===== src/rtl/ncs_pkg.sv =====
package ncs_pkg;

  // Store geometry and arithmetic widths
  localparam int MAX_CENTERS    = 16;
  localparam int MAX_DIMS       = 256;
  localparam int ELEM_BITS      = 16;
  localparam int SLOT_BITS      = 4;
  localparam int DIM_BITS       = 8;
  localparam int COUNT_BITS     = 5;
  localparam int ADDR_BITS      = SLOT_BITS + DIM_BITS;
  localparam int STORE_DEPTH    = MAX_CENTERS * MAX_DIMS;
  localparam int DIFF_BITS      = ELEM_BITS + 1;
  localparam int SQ_BITS        = 2 * DIFF_BITS;
  localparam int DIST_BITS      = 40;

  // Queue between front and back
  localparam int QUEUE_DEPTH    = 2;
  localparam int QUEUE_PTR_BITS = 1;
  localparam int QUEUE_CNT_BITS = 2;

  // Request type codes
  localparam logic REQ_LOAD  = 1'b0;
  localparam logic REQ_QUERY = 1'b1;

  // One classified item as it travels through the queue
  typedef struct packed {
    logic                        is_query;
    logic                        write_ok;
    logic                        dim_ok;
    logic [SLOT_BITS-1:0]        slot;
    logic [DIM_BITS-1:0]         dim;
    logic signed [ELEM_BITS-1:0] value;
    logic                        last;
  } ncs_op_t;

  // Back-end sequencer states
  typedef enum logic [1:0] {
    B_IDLE,
    B_ISSUE,
    B_DRAIN
  } ncs_bstate_t;

endpackage


===== src/rtl/ncs_queue.sv =====
module ncs_queue (
  input  logic             clk,
  input  logic             rst,
  input  logic             push,
  input  ncs_pkg::ncs_op_t push_op,
  input  logic             pop,
  output ncs_pkg::ncs_op_t head_op,
  output logic             empty,
  output logic             full
);

  ncs_pkg::ncs_op_t                     entries [ncs_pkg::QUEUE_DEPTH];
  logic [ncs_pkg::QUEUE_PTR_BITS-1:0]   wr_ptr;
  logic [ncs_pkg::QUEUE_PTR_BITS-1:0]   rd_ptr;
  logic [ncs_pkg::QUEUE_CNT_BITS-1:0]   count;

  assign empty   = (count == '0);
  assign full    = (count == ncs_pkg::QUEUE_CNT_BITS'(ncs_pkg::QUEUE_DEPTH));
  assign head_op = entries[rd_ptr];

  // Store pushed items
  always_ff @(posedge clk) begin
    if (push) begin
      entries[wr_ptr] <= push_op;
    end
  end

  // Advance pointers and fill count
  always_ff @(posedge clk) begin
    if (rst) begin
      wr_ptr <= '0;
      rd_ptr <= '0;
      count  <= '0;
    end else begin
      if (push) begin
        wr_ptr <= wr_ptr + 1'b1;
      end
      if (pop) begin
        rd_ptr <= rd_ptr + 1'b1;
      end
      if (push && !pop) begin
        count <= count + 1'b1;
      end else if (pop && !push) begin
        count <= count - 1'b1;
      end
    end
  end

endmodule


===== config.mk =====
export PLATFORM = sky130hd
export DESIGN_NAME = ncs_queue
export DESIGN_NICKNAME = d
export VERILOG_FILES = /design/src/rtl/ncs_pkg.sv /design/src/rtl/ncs_queue.sv
export SDC_FILE = /design/constraint.sdc
export NUM_CORES = 1
export LEC_CHECK = 0
export BUFFER_PORTS_ARGS = -buffer_cell sky130_fd_sc_hd__buf_2
export CELL_PAD_IN_SITES_DETAIL_PLACEMENT = 1
export CELL_PAD_IN_SITES_GLOBAL_PLACEMENT = 1
export CORE_MARGIN = 5
export CORE_UTILIZATION = 40
export DETAILED_ROUTE_END_ITERATION = 8
export GPL_TIMING_DRIVEN = 0
export PLACE_DENSITY = 0.79
export SKIP_CTS_REPAIR_TIMING = 1
export SLEW_MARGIN = 40
export SYNTH_ARGS = -nofsm -noshare
export SYNTH_HDL_FRONTEND = slang
export SYNTH_SLANG_ARGS = --single-unit

===== constraint.sdc =====
create_clock -name clk -period 2.99 [get_ports clk]
set_input_delay 0.299 -clock clk [delete_from_list [all_inputs] [get_ports clk]]
set_output_delay 0.299 -clock clk [all_outputs]
set_load 0.005 [all_outputs]

Word level (Yosys, flattened, before mapping):

Memory sizes are Yosys's and may differ from the RTL's. A register that Yosys moved wholly into a read port is not among the register bits.
Index checks and enable logic that the tools add are counted.

* register bits: 4
* RAM bits: 64
* bits of input ports: 36
* output and inout bits: 34
* logic and storage cells: 21
* memories kept: 1

* $add $sub $neg: 4
* eq/ne operators: 1
* mux-type cells: 6
* reductions and logical operators: 6

Memories
* entries: depth 2, width 32, rd ports 1, clocked after Yosys merged registers in 1, write ports 1, RTL line ncs_queue.sv:12 `ncs_pkg::ncs_op_t entries [ncs_pkg::QUEUE_DEPTH];`

Operator list (count)
* two-way mux 1 bit: 4
* two-way mux 2 bit: 2
* adder 1 bit, second input constant: 2
* adder 2 x 1 -> 2 bit, second input constant: 1
* equality test 2 bit, second input constant: 1
* logical AND 1 bit: 2
* zero test 1 bit: 2
* zero test 2 bit: 1
* nonzero test 2 bit: 1
* subtractor 2 x 1 -> 2 bit, second input constant: 1

Longest topological paths before layout:

* depth after elaboration: 4
* gate-level depth with buffers: 5
* gate-level depth less buffers: 5

Worst setup path before layout:

OpenSTA, ideal clock, no wires.

* path type: reg2reg
* start: register wr_ptr
* end: memory entries[0][0] in the netlist's numbering, enable pin
* library setup time: 425 ps
* arrival: 1768 ps
* data required time: 2565 ps
* slack: 798 ps
* cell stages (with the launch flop): 2
* path buffers: 0
* period minus slack after synthesis: 2192 ps
* cell sequence: dfxtp_1 -> nor2b_1

RTL lines
* start, declared: RTL line ncs_queue.sv:13 `logic [ncs_pkg::QUEUE_PTR_BITS-1:0] wr_ptr;`
* start signal, assigned: RTL line ncs_queue.sv:36 `wr_ptr <= wr_ptr + 1'b1;`
* end, declared: RTL line ncs_queue.sv:12

No word-level cell before the write port.

==> results by group <==
Clocking
  – CTS tree: built
  – Clk pin slew, worst setup/hold paths: 70 ps
  – H-tree depth: 3
  – CTS Buf Count: 9
  – Root Buffer: clkbuf_8
  – Clk_lat worst skew: 330 ps
  – # clock sinks: 69
  – Max clock buf depth: 2

Timing
  – Slew margin rel.: 0.772
  – Unrepaired setup endpoints after global routing: no
  – Fmax: 561 MHz
  – Setup TNS: 0 ps
  – Minimum clock period: 1780 ps
  – Hold Vio Cnt, Final: 0
  – Final setup viols: 0
  – Period utilization: 0.596
  – PnR worst setup slack: 1210 ps
  – Slew @ Worst Pin: 341 ps
  – Slew Limit Fails: 0
  – Final setup skew: 4.79 ps

Logic synthesis
  – Yosys reg bits: 69
  – Post-Synthesis Cell Area: 0.00252 mm^2
  – Ranking of synthesized cells by area: edfxtp_1 76%, mux2_2 13%, dfxtp_1 4.0%, buf_4 0.89%, mux2_1 0.89%
  – Biggest area consumer among synthesized cells: edfxtp_1
  – Unique masters post-synth: 17
  – Synth Warn #: 0
  – Synth Instances: 122
  – Seq/Total Area, Yosys: 0.803
  – Synth Area per Inst: 20.6 um^2
  – Syn_nets: 159
  – Yosys top cell area share: 0.763

Layout
  – Final Util: 0.514
  – Area of the multi-input gates: 473 um^2
  – # diodes: 0
  – Filler cells: 631
  – Flip-flop and latch area: 0.00202 mm^2
  – Final nets: 242
  – Layout cell share with drive strength beyond 1: 0.581
  – Area delta synth->final: 27.4%

Critical path
  – Levels on crit path: 4
  – Reg2Reg Depth: 2
  – Critical path data arrival time: 1480 ps
  – Worst r2r src: wr_ptr
  – Cell family with most CP delay: buffers and inverters
  – CP bufs+invs: 3
  – Worst Setup End Kind: output pin
  – R2r setup slk: 1670 ps
  – Slowest cell on crit path: mux2_2
  – Critical path class: reg2out
  – Critical path endpoint: head_op[20]
  – Maximum fanout along the worst path: 10
  – CP peak stage delay: 360 ps
  – Req. time, crit path: 2690 ps
  – Worst Setup Start Kind: register
  – Cells along the critical path: clkbuf_2 -> buf_4 -> mux2_2 -> buf_2
  – R2r endpoint: entries[1][10]

Drt
  – Vias post-DR: 1350
  – Highest metal used: met4
  – DR iter-0 viols: 31
  – Wire length per cell: 16.7 um
  – Met1 wire length: 1.86 mm
  – Drt pass-1 iters: 3
  – Residual DRC: 0
  – Vias/cell: 4.70
  – Drt total wl: 4.81 mm
  – WL met2: 2.54 mm
  – Detail Route Antenna Nets: 0
  – Metal3 WL: 298 um

Die
  – Core area: 0.00624 mm^2
  – Die Height: 89.3 um
  – Cell row count: 29
  – DIE AREA: 0.00798 mm^2
  – # IOs: 70
  – Initial Utilization: 0.403
  – Die Width: 89.3 um

Global route
  – Total GRT Usage: 0.128
  – Vias in the first global route: 1501
  – Initial antenna violation count: 0
  – Largest net degree at the start of global routing: 23
  – Total gr overflow: 0
  – First-pass GRT wire length: 7.26 mm

Power
  – Max IR drop VDD: 0.356 mV
  – Power density cells: 647 mW/mm^2
  – Cell leakage power: 1.23 nW

Min path
  – Worst min path class: in2reg

Flow run
  – MaxCap Viol Count: 0

Place
  – Number of port buffers: 69
  – Gpl congestion: 0.660
  – Worst slack at placement: 1530 ps
  – Post-DP HPWL: 3.55 mm

Run status
  – Status: complete, no violations
stage by stage:
| stage | instances | hold slack (ps) | total power, mW | cell area [um^2] |
|---|---|---|---|---|
| floorplan | 122 | 368 | 1.28 | 2520 |
| global placement | 268 | 487 | 1.38 | 2960 |
| detailed placement | 271 | 491 | 1.40 | 3030 |
| CTS | 287 | 139 | 2.12 | 3210 |
| global route | 287 | 128 | 2.18 | 3210 |
| finish | 287 | 158 | 2.08 | 3210 |
cells in the mapped netlist:
cell,number
edfxtp_1,64
mux2_2,30
dfxtp_1,5
nor2_1,5
buf_4,3
mux2_1,2
xnor2_1,2
xor2_1,2
a21oi_1,1
and2_1,1
and2b_2,1
clkbuf_2,1
ha_1,1
inv_1,1
nor2b_1,1
o21ai_0,1
or3_1,1
registers in the layout, indices dropped and copies added, names as in the netlist, named ones only:
name,cells
count,2
entries,64
rd_ptr,1
wr_ptr,1
placed cells by master, fill, tap and decap left out:
cell / n
buf_2: 69
edfxtp_1: 64
mux2_2: 30
clkbuf_8: 9
nor2_1: 5
dfxtp_1: 5
buf_4: 3
mux2_1: 2
xor2_1: 2
xnor2_1: 2
clkinv_2: 2
clkbuf_1: 2
buf_8: 2
clkbuf_2: 1
inv_1: 1
and2b_2: 1
and2_2: 1
nor2b_4: 1
o21ai_0: 1
or3_1: 1
a21oi_1: 1
ha_1: 1
clkinvlp_4: 1
clkinv_1: 1
bufinv_16: 1
buf_16: 1
power breakdown:
| group | internal [mW] | switching (mW) |
|---|---|---|
| Combinational | 0.125 | 0.109 |
| Sequential | 1.12 | 0.0185 |
| Clock | 0.380 | 0.320 |
routing by layer:
layer,vias to the layer above,global-route usage
li1,633,-
met1,665,0.138
met2,44,0.220
met3,8,0.0424
met4,0,0.0744
met5,-,0
kinds of logic after synthesis:
group           after synthesis  synth area share
compound gates                2           0.00397
xor+xnor                      4            0.0139
fa+ha+maj                     1           0.00497
buf+inv                       5            0.0124
flops                        69             0.803
mux                          32             0.143
simple gates                  9            0.0184
area by class of cell:
| cell class | count | share of cell area |
|---|---|---|
| timing repair buffer | 72 | 0.126 |
| sequential | 69 | 0.630 |
| inverter | 1 | 0.00117 |
| multi-input combinational | 48 | 0.147 |
| tap | 77 | 0.0300 |
| clock buffer | 11 | 0.0410 |
| buffer | 4 | 0.00858 |
| clock inverter | 5 | 0.0160 |
worst min path at each step:
| stage | endpoint | from | slack [ps] | depth (start not counted) |
|---|---|---|---|---|
| 2_1_floorplan | count[1] | rst | 370 | 1 |
| 3_3_place_gp | count[1] | count[1] | 490 | 2 |
| 3_5_place_dp | entries[1][0] | push_op[0] | 490 | 1 |
| 4_1_cts | entries[1][0] | push_op[0] | 140 | 1 |
| 5_1_grt | entries[1][9] | push_op[9] | 130 | 1 |
| 6_report | entries[0][2] | push_op[2] | 160 | 1 |
No activity file was read; power rests on OpenSTA's default activity.
